`src/bmd_pkg.sv`:
```
// Shared types, constants and codes of the binary mask dilation block.
package bmd_pkg;

    localparam int SRC_MAX_W  = 64;
    localparam int SRC_MAX_H  = 64;
    localparam int MASK_MAX_W = 8;
    localparam int MASK_MAX_H = 8;

    localparam int SRC_DEPTH  = SRC_MAX_W * SRC_MAX_H;
    localparam int MASK_DEPTH = MASK_MAX_W * MASK_MAX_H;
    localparam int SRC_AW     = $clog2(SRC_DEPTH);
    localparam int MASK_AW    = $clog2(MASK_DEPTH);

    // Item action codes.
    localparam logic [1:0] ACT_SRC_WR  = 2'd0;
    localparam logic [1:0] ACT_MASK_WR = 2'd1;
    localparam logic [1:0] ACT_EVAL    = 2'd2;

    // Configuration register indexes.
    localparam logic [2:0] CFG_SRC_W  = 3'd0;
    localparam logic [2:0] CFG_SRC_H  = 3'd1;
    localparam logic [2:0] CFG_MASK_W = 3'd2;
    localparam logic [2:0] CFG_MASK_H = 3'd3;
    localparam logic [2:0] CFG_DST_W  = 3'd4;
    localparam logic [2:0] CFG_DST_H  = 3'd5;

    typedef struct packed {
        logic [1:0] action;
        logic [5:0] col;
        logic [5:0] row;
        logic [7:0] value;
    } t_in_item;

    typedef struct packed {
        logic hit;
        logic in_region;
    } t_out_item;

    typedef struct packed {
        logic [6:0] src_width;
        logic [6:0] src_height;
        logic [3:0] mask_width;
        logic [3:0] mask_height;
        logic [6:0] dst_width;
        logic [6:0] dst_height;
    } t_cfg;

    typedef struct packed {
        logic               src_we;
        logic               mask_we;
        logic [SRC_AW-1:0]  src_waddr;
        logic [MASK_AW-1:0] mask_waddr;
        logic [7:0]         wdata;
        logic               rd_en;
        logic [SRC_AW-1:0]  src_raddr;
        logic [MASK_AW-1:0] mask_raddr;
    } t_store_req;

    typedef struct packed {
        logic      valid;
        t_out_item item;
    } t_result;

    typedef enum logic [1:0] {
        ST_IDLE,
        ST_SCAN,
        ST_DRAIN,
        ST_DONE
    } t_state;

endpackage

```
`src/bmd_scan_ctrl.sv`:
```
// Sequencer that walks the scan window and feeds the shared AND and compare unit.
module bmd_scan_ctrl (
    input  logic                i_clk,
    input  logic                i_rst_n,
    input  logic                i_accept,
    input  bmd_pkg::t_in_item   i_item,
    input  bmd_pkg::t_cfg       i_cfg,
    input  logic                i_out_free,
    input  logic [7:0]          i_src_byte,
    input  logic [7:0]          i_mask_byte,
    output bmd_pkg::t_store_req o_req,
    output bmd_pkg::t_result    o_result,
    output logic                o_busy
);
    import bmd_pkg::*;

    t_state     r_state, n_state;
    logic [5:0] r_x, n_x, r_y, n_y;
    logic [5:0] r_x0, n_x0, r_x1, n_x1, r_y1, n_y1;
    logic [3:0] r_mx, n_mx, r_my, n_my, r_mx0, n_mx0;
    logic       r_pend, n_pend, r_pend_moob, n_pend_moob;
    logic       r_hit, n_hit, r_region, n_region;

    // Window bounds worked out from the item being accepted.
    logic       row_ge, col_ge;
    logic [5:0] y0, y1, x0, x1;
    logic [3:0] my0, mx0;
    logic       empty, region;
    logic       hit_now, moob, last_col, last_row;

    always_comb begin
        row_ge = {2'b00, i_item.row} >= {4'b0000, i_cfg.mask_height};
        col_ge = {2'b00, i_item.col} >= {4'b0000, i_cfg.mask_width};
        y0  = row_ge ? i_item.row - {2'b00, i_cfg.mask_height} : 6'd0;
        x0  = col_ge ? i_item.col - {2'b00, i_cfg.mask_width}  : 6'd0;
        my0 = row_ge ? 4'd0 : i_cfg.mask_height - i_item.row[3:0];
        mx0 = col_ge ? 4'd0 : i_cfg.mask_width  - i_item.col[3:0];
        y1  = (i_cfg.src_height < {1'b0, i_item.row}) ? i_cfg.src_height[5:0] : i_item.row;
        x1  = (i_cfg.src_width  < {1'b0, i_item.col}) ? i_cfg.src_width[5:0]  : i_item.col;
        empty  = (y0 >= y1) || (x0 >= x1);
        region = ({2'b00, i_item.col} + {4'b0000, i_cfg.mask_width}
                  < {1'b0, i_cfg.dst_width})
              && ({2'b00, i_item.row} + {4'b0000, i_cfg.mask_height}
                  < {1'b0, i_cfg.dst_height});
    end

    // Shared unit: one AND and zero test per cycle on the bytes read last cycle.
    assign hit_now  = r_pend && !r_pend_moob && ((i_src_byte & i_mask_byte) != 8'd0);
    assign moob     = (int'(r_mx) >= MASK_MAX_W) || (int'(r_my) >= MASK_MAX_H);
    assign last_col = (r_x + 6'd1) == r_x1;
    assign last_row = (r_y + 6'd1) == r_y1;

    always_ff @(posedge i_clk) begin
        if (!i_rst_n) begin
            r_state <= ST_IDLE;
            r_pend  <= 1'b0;
        end else begin
            r_state <= n_state;
            r_pend  <= n_pend;
        end
    end

    always_ff @(posedge i_clk) begin
        r_x         <= n_x;
        r_y         <= n_y;
        r_x0        <= n_x0;
        r_x1        <= n_x1;
        r_y1        <= n_y1;
        r_mx        <= n_mx;
        r_my        <= n_my;
        r_mx0       <= n_mx0;
        r_pend_moob <= n_pend_moob;
        r_hit       <= n_hit;
        r_region    <= n_region;
    end

    always_comb begin
        n_state     = r_state;
        n_x         = r_x;
        n_y         = r_y;
        n_x0        = r_x0;
        n_x1        = r_x1;
        n_y1        = r_y1;
        n_mx        = r_mx;
        n_my        = r_my;
        n_mx0       = r_mx0;
        n_pend      = 1'b0;
        n_pend_moob = r_pend_moob;
        n_hit       = r_hit;
        n_region    = r_region;
        o_req       = '0;
        o_req.wdata      = i_item.value;
        o_req.src_waddr  = SRC_AW'(int'(i_item.row) * SRC_MAX_W + int'(i_item.col));
        o_req.mask_waddr = MASK_AW'(int'(i_item.row) * MASK_MAX_W + int'(i_item.col));
        o_req.src_raddr  = SRC_AW'(int'(r_y) * SRC_MAX_W + int'(r_x));
        o_req.mask_raddr = MASK_AW'(int'(r_my) * MASK_MAX_W + int'(r_mx));
        o_result    = '0;

        case (r_state)
            ST_IDLE: begin
                if (i_accept) begin
                    case (i_item.action)
                        ACT_SRC_WR: begin
                            o_req.src_we = (int'(i_item.col) < SRC_MAX_W)
                                        && (int'(i_item.row) < SRC_MAX_H);
                            o_result.valid = 1'b1;
                        end
                        ACT_MASK_WR: begin
                            o_req.mask_we = (int'(i_item.col) < MASK_MAX_W)
                                         && (int'(i_item.row) < MASK_MAX_H);
                            o_result.valid = 1'b1;
                        end
                        ACT_EVAL: begin
                            n_x      = x0;
                            n_x0     = x0;
                            n_x1     = x1;
                            n_y      = y0;
                            n_y1     = y1;
                            n_mx     = mx0;
                            n_mx0    = mx0;
                            n_my     = my0;
                            n_hit    = 1'b0;
                            n_region = region;
                            n_state  = empty ? ST_DONE : ST_SCAN;
                        end
                        default: begin
                            o_result.valid = 1'b1;
                        end
                    endcase
                end
            end
            ST_SCAN: begin
                if (hit_now) begin
                    n_hit   = 1'b1;
                    n_state = ST_DONE;
                end else begin
                    o_req.rd_en = 1'b1;
                    n_pend      = 1'b1;
                    n_pend_moob = moob;
                    if (last_col) begin
                        n_x  = r_x0;
                        n_mx = r_mx0;
                        n_y  = r_y + 6'd1;
                        n_my = r_my + 4'd1;
                        if (last_row) begin
                            n_state = ST_DRAIN;
                        end
                    end else begin
                        n_x  = r_x + 6'd1;
                        n_mx = r_mx + 4'd1;
                    end
                end
            end
            ST_DRAIN: begin
                n_hit   = hit_now;
                n_state = ST_DONE;
            end
            ST_DONE: begin
                if (i_out_free) begin
                    o_result.valid          = 1'b1;
                    o_result.item.hit       = r_hit;
                    o_result.item.in_region = r_region;
                    n_state                 = ST_IDLE;
                end
            end
            default: begin
                n_state = ST_IDLE;
            end
        endcase
    end

    assign o_busy = (r_state != ST_IDLE);

endmodule
```
`config.mk`:
```
export PLATFORM = sky130hd
export DESIGN_NAME = bmd_scan_ctrl
export DESIGN_NICKNAME = d
export VERILOG_FILES = /design/src/bmd_pkg.sv /design/src/bmd_scan_ctrl.sv
export SDC_FILE = /design/constraint.sdc
export NUM_CORES = 1
export LEC_CHECK = 0
export BUFFER_PORTS_ARGS = -buffer_cell sky130_fd_sc_hd__buf_4
export CAP_MARGIN = 20
export CORE_ASPECT_RATIO = 1.2
export CORE_UTILIZATION = 40
export DETAILED_ROUTE_END_ITERATION = 16
export PLACE_DENSITY = 0.69
export SLEW_MARGIN = 20
export SYNTH_ARGS = -nofsm -noshare
export SYNTH_HDL_FRONTEND = slang
export SYNTH_SLANG_ARGS = --single-unit
```
`constraint.sdc`:
```
create_clock -name i_clk -period 3.7 [get_ports i_clk]
set_clock_uncertainty 0.05 [all_clocks]
set_input_delay 0.74 -clock i_clk [delete_from_list [all_inputs] [get_ports i_clk]]
set_output_delay 0.74 -clock i_clk [all_outputs]
set_load 0.02 [all_outputs]
```
## After elaboration in Yosys (flattened, before gate mapping)

Index checks and enable logic that the tools add are counted.

| word-level totals | value |
|---|---|
| register bits after elaboration | 48 |
| input bits | 78 |
| output and inout port bits | 51 |
| word-level logic and storage cells | 124 |

| cells by class | value |
|---|---|
| $add $sub $neg | 14 |
| order comparisons | 12 |
| eq/ne operators | 15 |
| muxes and demuxes | 49 |
| bitwise operators | 2 |
| reduce and logical (&&, ||, !) cells | 19 |

Operator list:

| operator | number |
|---|---|
| 6-bit 2-to-1 mux | 12 |
| 4-bit 2-to-1 mux | 10 |
| 12-bit by 6-bit adder with 12-bit output | 2 |
| 6-bit one-hot mux with 2 select lines | 2 |
| 2-bit 2-to-1 mux | 10 |
| 4-bit one-hot mux with 2 select lines | 2 |
| 6-bit by 4-bit adder with 7-bit output | 2 |
| 7-bit by 6-bit < comparator with 1-bit output | 2 |
| 7-bit < comparator | 2 |
| 6-bit by 1-bit adder with 6-bit output (second input constant) | 2 |
| 6-bit equality test | 2 |
| 6-bit by 4-bit greater-or-equal comparator with 1-bit output | 2 |
| 6-bit greater-or-equal comparator | 2 |
| 6-bit by 4-bit < comparator with 1-bit output (second input constant) | 2 |
| 6-bit by 4-bit subtractor with 6-bit output | 2 |
| 2-bit inequality test (second input constant) | 5 |
| 5-bit AND reduction | 2 |
| 1-bit 2-to-1 mux | 9 |
| 4-bit by 1-bit adder with 4-bit output (second input constant) | 2 |
| 8-bit bitwise AND | 1 |
| 4-bit greater-or-equal comparator (second input constant) | 2 |
| 2-bit one-hot mux with 4 select lines | 1 |
| 4-bit AND reduction | 2 |
| 8-bit nonzero test | 1 |
| other kinds (19) | 30 |

## Longest topological paths before layout

Gate-level depths: netlist of the first run.

| logic depth | value |
|---|---|
| depth after elaboration | 8 |
| gate-level depth with buffers | 16 |
| gate-level depth less buffers | 16 |

## Worst setup path after synthesis of the first run

No wires, ideal clock.

| path | value |
|---|---|
| path type | input port to flip-flop |
| start point | in i_item[9] (netlist bit) |
| end point | reg r_state[1] |
| setup time | 126 ps |
| arrival time | 3730 ps |
| data required time | 3524 ps |
| path slack | -207 ps |
| stages on the path | 16 |
| path buffers | 1 |
| cell sequence | inv_1 -> ha_1 -> a21o_1 -> a21o_1 -> a21o_1 -> a21o_1 -> a211oi_2 -> buf_6 -> mux2_4 -> ha_1 -> nand2b_1 -> a21o_1 -> a21oi_1 -> o21ai_0 -> a221oi_1 -> o31ai_1 |

| on the way | value |
|---|---|
| word-level cells in the longest chain between the ends | 8 |
| elaborated cells on any way between the ends | 11 |
| classes of those cells | add/sub (1); order compare (3); mux (6); reduce/logical (1) |

RTL lines:

| what | line | RTL |
|---|---|---|
| from (decl) | bmd_scan_ctrl.sv:6 | `input bmd_pkg::t_in_item i_item,` |
| 7-bit by 6-bit < comparator with 1-bit output | bmd_scan_ctrl.sv:38 | `y1 = (i_cfg.src_height < {1'b0, i_item.row}) ? i_cfg.src_height[5:0] : i_item.row;` |
| 6-bit 2-to-1 mux | bmd_scan_ctrl.sv:38 |  |
| net y1[0] | bmd_scan_ctrl.sv:26 | `logic [5:0] y0, y1, x0, x1;` |
| 6-bit greater-or-equal comparator | bmd_scan_ctrl.sv:40 | `empty = (y0 >= y1) \|\| (x0 >= x1);` |
| 1-bit logical OR | bmd_scan_ctrl.sv:40 |  |
| 2-bit 2-to-1 mux | bmd_scan_ctrl.sv:124 | `n_state = empty ? ST_DONE : ST_SCAN;` |
| 2-bit 2-to-1 mux | bmd_scan_ctrl.sv:102 | `case (i_item.action)` |
| 2-bit 2-to-1 mux | bmd_scan_ctrl.sv:101 | `if (i_accept) begin` |
| 2-bit one-hot mux with 4 select lines | bmd_scan_ctrl.sv:99 | `case (r_state)` |
| to (signal assigned) | bmd_scan_ctrl.sv:58 | `r_state <= n_state;` |
| to (decl) | bmd_scan_ctrl.sv:17 | `t_state r_state, n_state;` |

The timed path passes the listed nets, and every way through them passes these cells. The select of a mux whose other input is x is not followed.
A chain may end at the register's enable or synchronous reset.

## Worst setup path after layout of the first run

| path | value |
|---|---|
| start point | in i_item[15] (netlist bit) |
| end point | reg r_state[1] |

| on the way | value |
|---|---|
| word-level cells in the longest chain between the ends | 8 |
| elaborated cells on any way between the ends | 11 |
| classes of those cells | add/sub (1); order compare (3); mux (6); reduce/logical (1) |

RTL lines:

| what | line | RTL |
|---|---|---|
| 6-bit by 4-bit subtractor with 6-bit output (tied with other cells) | bmd_scan_ctrl.sv:35 | `x0 = col_ge ? i_item.col - {2'b00, i_cfg.mask_width} : 6'd0;` |
| 6-bit 2-to-1 mux (on tied branches) | bmd_scan_ctrl.sv:35, bmd_scan_ctrl.sv:39 |  |
| 6-bit greater-or-equal comparator (*) | bmd_scan_ctrl.sv:40 |  |
| 1-bit logical OR (*) | bmd_scan_ctrl.sv:40 |  |
| 2-bit 2-to-1 mux (*) | bmd_scan_ctrl.sv:124 |  |
| 2-bit 2-to-1 mux (*) | bmd_scan_ctrl.sv:102 |  |
| 2-bit 2-to-1 mux (*) | bmd_scan_ctrl.sv:101 |  |
| 2-bit one-hot mux with 4 select lines (*) | bmd_scan_ctrl.sv:99 |  |

Every way passes the cells marked *; elsewhere a longest branch is shown, timed or not. The select of a mux whose other input is x is not followed.

==> results of run 1 <==
==> through the flow <==
stage	hold slack, ps	total power, mW	std cells
after global placement	490.4	2.040	744
after floorplan	446.1	1.684	490
final	514.1	2.516	752
after detailed placement	496.4	2.078	744
after CTS	504.1	2.518	752
after global routing	536.3	2.687	752
==> how the worst max path moves through the flow <==
stage               startpoint          to  slack, ps  cells past startpoint
finish              i_item[15]  r_state[1]        140                     16
global route        i_item[15]  r_state[1]         20                     16
CTS                 i_item[15]  r_state[1]        130                     16
detailed placement  i_item[15]  r_state[1]       -170                     16
global placement    i_item[15]  r_state[1]        -60                     16
floorplan           r_state[0]     r_my[0]        0.5                      7
==> metal layers <==
layer / GRT usage / up-vias
met5: 0 / -
met4: 0.06607 / 0
met1: 0.2352 / 1750
met2: 0.3221 / 118
li1: - / 1883
met3: 0.03614 / 17
==> sequential cells by signal (all words and copies together) (netlist names) <==
signal       flops
r_x0             6
r_x1             6
r_x              6
r_y1             6
r_y              6
r_mx0            4
r_mx             4
r_my             4
r_state          2
r_hit            1
r_pend           1
r_pend_moob      1
r_region         1
==> critical path, stage by stage <==
cell      delay, ps
buf_4            80
inv_1            50
ha_1            290
a21o_1          160
a21o_1          160
a21o_1          170
a21o_1          180
a211oi_2        290
buf_4           260
mux2i_1         240
ha_1            270
a21o_1          160
a21oi_1         170
o21ai_1         110
a221oi_2        250
o31ai_1         100
==> cells by family after synthesis <==
| family | share of synthesized area |
|---|---|
| XOR/XNOR | 0.08136 |
| multiplexers | 0.07431 |
| AND/OR/NAND/NOR | 0.1111 |
| adder cells (fa/ha/maj) | 0.2091 |
| buffers and inverters | 0.09961 |
| AO/OA/AOI/OAI | 0.1304 |
| flip-flops | 0.2941 |
==> layout make-up <==
class                   instances  area [um2]  share of cell area
multi-input cells             348        2943              0.4969
flip-flops and latches         48        1411              0.2383
repair buffers                136        1021              0.1724
inverters                      55       210.2             0.03550
well taps                     157       196.4             0.03317
clock buffers                   6       128.9             0.02176
clock inverters                 2       11.26            0.001902
==> timing repair <==
action / CTS / global route
endpoints found under the setup margin: 0 / 1
hold buffers: 0 / 0
gates resized for setup: 0 / 2
buffers inserted: 0 / 0
==> Yosys cell counts, types with 9 or more instances <==
library cell  count  area [um2]
xnor2_1          30       262.8
nand3_1           9       45.04
edfxtp_1         45        1351
mux2_4           10       150.1
buf_4            27       202.7
xor2_1           12       105.1
ha_1             69       863.3
nor2_1           33       123.9
mux2i_1          15       150.1
nand2_1          24       90.09
o21ai_0          16       80.08
nand2b_1         10       62.56
a21oi_1          25       125.1
a21o_1           13       97.59
inv_1            55       206.5
==> power groups by stage <==
stage | Clock (mW) | Sequential (mW) | Combinational, mW
6_report | 0.438 | 0.810 | 1.27
5_1_grt | 0.464 | 0.819 | 1.40
4_1_cts | 0.441 | 0.811 | 1.27
3_5_place_dp | 0 | 0.822 | 1.26
3_3_place_gp | 0 | 0.818 | 1.22
2_1_floorplan | 0 | 0.838 | 0.846
==> impl_metrics.toml, run 1 <==
[logic_synthesis]
async_flop_share = 0
synth_cell_types = 51
synth_edf_count = 45
ys_seq_area_frac = 0.2941
synth_area_per_cell_um2 = 9.793
syn_nets = 644
syn_inst = 490
synth_warnings = 0
synthFlopType = "edfxtp_1"
ys_ff_latch = 48
mappedNetlistArea_um2 = 4798

[hold_path]
whs_path_depth = 1
hold_start = "r_my[3]"
hold_path_end = "r_pend_moob"
min_path_type = "reg2reg"

[pwr]
p_sw_uw = 970.8
powerDensity_nw_per_um2 = 424.9
sw_frac_of_total = 0.3858
p_comb_frac = 0.504
worst_ir_drop_vdd_v = 0.0001905
leakage_nw = 2.787
pwr-share-seq = 0.322
clkPwrFrac = 0.174
intPower_mw = 1.546

[global_routing]
grt_use_total = 0.1887
grt_pass1_vias = 3815
grt_pass1_wl_um = 18200
grt_overflow = 0
grt_max_degree = 35
grt_antenna_before_repair = 0

[floorplanning]
fp.coreArea_um2 = 11620
fp.dieW_um = 102.0
pin_count = 129
die_y_um = 122.0
initial_utilization = 0.4129
rows = 43
die-area_um2 = 12440

[critical_path]
worstPathMaxFanout = 10
worst-r2r-cell-count = 7
regToRegEndpoint = "r_x[2]"
worstPathArrival_ps = 3680
worst-setup-path-type = "in2reg"
r2r-start = "r_x[0]"
start_kind = "primary input"
end_kind = "register"
cp.required_ps = 3820
regToRegSetupSlack_ps = 1110

[routing]
wl_per_cell_um = 15.08
wl_met2_um = 5474
routed.top_layer = "met4"
drc = 0
drtAntennaViolNets = 0
firstDrtPassIters = 4
drt-met1-wl_um = 4934
routed_wl_um = 11340
via_per_inst = 5.011
wl_met3_um = 692
drt-initial-drc-count = 193
num_vias = 3768

[timing]
worst_slack_ps = 144.6
max_freq_mhz = 281.3
setup_tns_ps = 0
setup_viol = 0
hold_viol_final = 0
tightest_slew_ps = 471.7
fin_crit_sh = 0.9609
min_period_ps = 3555
final_max_slew_viol_count = 0
rsz0062_at_grt = "no"
max_slew_margin = 0.6822

[finish]
final_common_cell = "buf_4"
diodes = 0
area_growth_pct = 23.42
finalInstanceArea_um2 = 5922
utilization = 0.5096
fillers = 1116
layout_common_cells = "136 x buf_4, 67 x ha_1, 54 x inv_1"
drive_gt1_frac = 0.2840
final_nets = 748

[clock_network]
cts_max_level = 2
cts.sinks = 48
path_clk_slew_ps = 60
cts_buffers = 5
root_buffer = "clkbuf_16"
cts_max_path_buffers = 2
cts_tree = "done"
worstSkewPairLatency_ps = 290

[placement]
dp_hpwl_um = 9392
gp_routability_congestion = 0.8737
postPlaceCellArea_um2 = 5776
portBuffers = 112
place_ws_ps = -173.9

[job]
maxCapViolations = 0

[status]
status = "completed"
Note: power is estimated with default switching activity, not from simulation.
==> inputs of run 2 (changes only) <==
--- a/config.mk
+++ b/config.mk
@@ -10,7 +10,7 @@
 export CORE_ASPECT_RATIO = 1.2
 export CORE_UTILIZATION = 40
 export DETAILED_ROUTE_END_ITERATION = 16
-export PLACE_DENSITY = 0.69
+export PLACE_DENSITY = 0.67
 export SLEW_MARGIN = 20
 export SYNTH_ARGS = -nofsm -noshare
 export SYNTH_HDL_FRONTEND = slang
==> constraint.sdc (replaced) <==
create_clock -name i_clk -period 3.6 [get_ports i_clk]
set_clock_uncertainty 0.05 [all_clocks]
set_input_delay 0.72 -clock i_clk [delete_from_list [all_inputs] [get_ports i_clk]]
set_output_delay 0.72 -clock i_clk [all_outputs]
set_load 0.02 [all_outputs]
==> run 2 against run 1 <==
Compared with the run above:
- worst setup slack improved by 13 ps
- cell count increased by 1.5%
- core utilization increased by 1.1 points
- flip-flop and latch count unchanged
- sequential share of layout area decreased by 0.49 points
- combinational power increased by 4%
- non-clock buffer count increased by 11
- register-to-register slack got worse by 170 ps
- die area unchanged
- sequential power increased by 2.7%
- first-iteration DRC count decreased by 9.8%
- hold slack got worse by 2.1 ps
- critical endpoint unchanged
==> impl_metrics.toml, run 2 (same netlist as run 1, synthesis figures left out) <==
[global_routing]
grt_antenna_before_repair = 0
grt_use_total = 0.1821
grt_overflow = 0
grt_pass1_vias = 3748
grt_max_degree = 25
grt_pass1_wl_um = 17660

[clock_network]
cts_buffers = 5
root_buffer = "clkbuf_16"
cts_hold_buf = 0
worstSkewPairLatency_ps = 290
cts_max_path_buffers = 2
cts_max_level = 2
cts_resized = 0
cts_tree = "done"
post_cts_buffers = 0
path_clk_slew_ps = 70
cts.sinks = 48

[critical_path]
worstPathArrival_ps = 3570
worst-setup-path-type = "in2reg"
end_kind = "register"
cp.required_ps = 3730
crit_path_top_delay_cell = "mux2_4"
crit_chain = "buf_4 > inv_1 > ha_1 > a21o_1 > a21o_1 > a21o_1 > a21o_1 > a211oi_2 > mux2_4 > ha_1 > nand2b_1 > a21o_1 > a21oi_2 > o21ai_2 > a221oi_2 > o31ai_1"
critPathMaxStageDelay_ps = 340
path_common_cell = "a21o_1"
start_kind = "primary input"
cp_top_family = "compound AO/OA/AOI/OAI gates"
path_buf_inv = 2
worstPathMaxFanout = 2

[finish]
final_common_cell = "buf_4"
fillers = 1116
area_growth_pct = 26.02
final_nets = 759
drive_gt1_frac = 0.3036
fin_cells = 763
layout_common_cells = "146 x buf_4, 67 x ha_1, 54 x inv_1"
diodes = 0

[routing]
drtAntennaViolNets = 0
routed_wl_um = 11080
via_per_inst = 4.982
drc = 0
wl_per_cell_um = 14.52
firstDrtPassIters = 4
num_vias = 3801
drt-initial-drc-count = 174

[pwr]
leakage_nw = 2.860
worst_ir_drop_vdd_v = 0.0002158
clkPwrFrac = 0.199
p_comb_frac = 0.491
p_sw_mw = 1.004
pwr-share-seq = 0.310
powerDensity_nw_per_um2 = 443.8
total_power_mw = 2.683
sw_frac_of_total = 0.3742
intPower_mw = 1.679

[floorplanning]
rows = 43
die-area_um2 = 12440
die_y_um = 122.0
initial_utilization = 0.4129
fp.dieW_um = 102.0
pin_count = 129
fp.coreArea_um2 = 11620

[timing]
max_slew_margin = 0.7150
min_period_ps = 3443
hold_viol_final = 0
max_freq_mhz = 290.5
final_max_slew_viol_count = 0
fin_crit_sh = 0.9563
tightest_slew_ps = 427.5
setup_viol = 0

[hold_path]
min_path_type = "reg2reg"

[job]
maxCapViolations = 0

[placement]
dp_hpwl_um = 9273
dp.cells = 755
portBuffers = 112
gp_routability_congestion = 0.8567

[status]
status = "completed"
-- run 2: per-stage QoR --
| step | TNS (ps) | cell area [um2] | setup slack [ps] | hold WS, ps | util |
|---|---|---|---|---|---|
| finish | 0 | 6047 | 157.1 | 512.0 | 0.5203 |
| global route | -3.892 | 6047 | -3.892 | 535.5 | 0.5203 |
| CTS | 0 | 6030 | 102.9 | 501.0 | 0.5188 |
| detailed placement | -208.4 | 5858 | -208.4 | 494.7 | 0.5041 |
| global placement | -129.7 | 5858 | -129.7 | 488.1 | 0.5041 |
| floorplan | -74.33 | 4830 | -74.33 | 446.1 | - |
-- run 2: worst register-to-register path, cell delays in order (launching register included) --
cell	delay, ps
edfxtp_1	470
ha_1	260
xnor2_1	230
xnor2_1	90
nor3_1	340
nand4_2	350
a21boi_0	330
buf_4	240
-- run 2: final cells by class --
cell class                 instances  area [um2]  area share
multi-input combinational        348        2950      0.4879
sequential                        48        1411      0.2334
timing repair buffer             147        1107      0.1831
inverter                          55       210.2     0.03476
tap                              157       196.4     0.03248
clock buffer                       5       125.1     0.02069
clock inverter                     3       46.29    0.007656
-- run 2: final timing paths --
path | from | endpoint | slack, ps | depth (start not counted)
min | r_my[3] | r_pend_moob | 510 | 1
max | i_item[15] | r_state[1] | 160 | 16
max reg2reg | r_x[0] | r_my[1] | 940 | 7
min reg2reg | r_my[3] | r_pend_moob | 510 | 1
-- run 2: layer usage --
metal | track usage | part of all wire | wire length [um] | up-vias
met5 | 0 | 0 | 0 | -
met4 | 0.05446 | 0.015 | 170 | 0
met3 | 0.02467 | 0.059 | 654 | 12
met2 | 0.3154 | 0.49 | 5402 | 118
met1 | 0.2334 | 0.44 | 4853 | 1764
li1 | - | - | - | 1907
-- run 2: power by group through the flow --
stage / Combinational [mW] / Clock (mW) / Sequential [mW]
floorplan: 0.870 / 0 / 0.861
finish: 1.32 / 0.533 / 0.832
CTS: 1.31 / 0.542 / 0.832
global route: 1.46 / 0.558 / 0.843
global placement: 1.28 / 0 / 0.840
detailed placement: 1.30 / 0 / 0.844
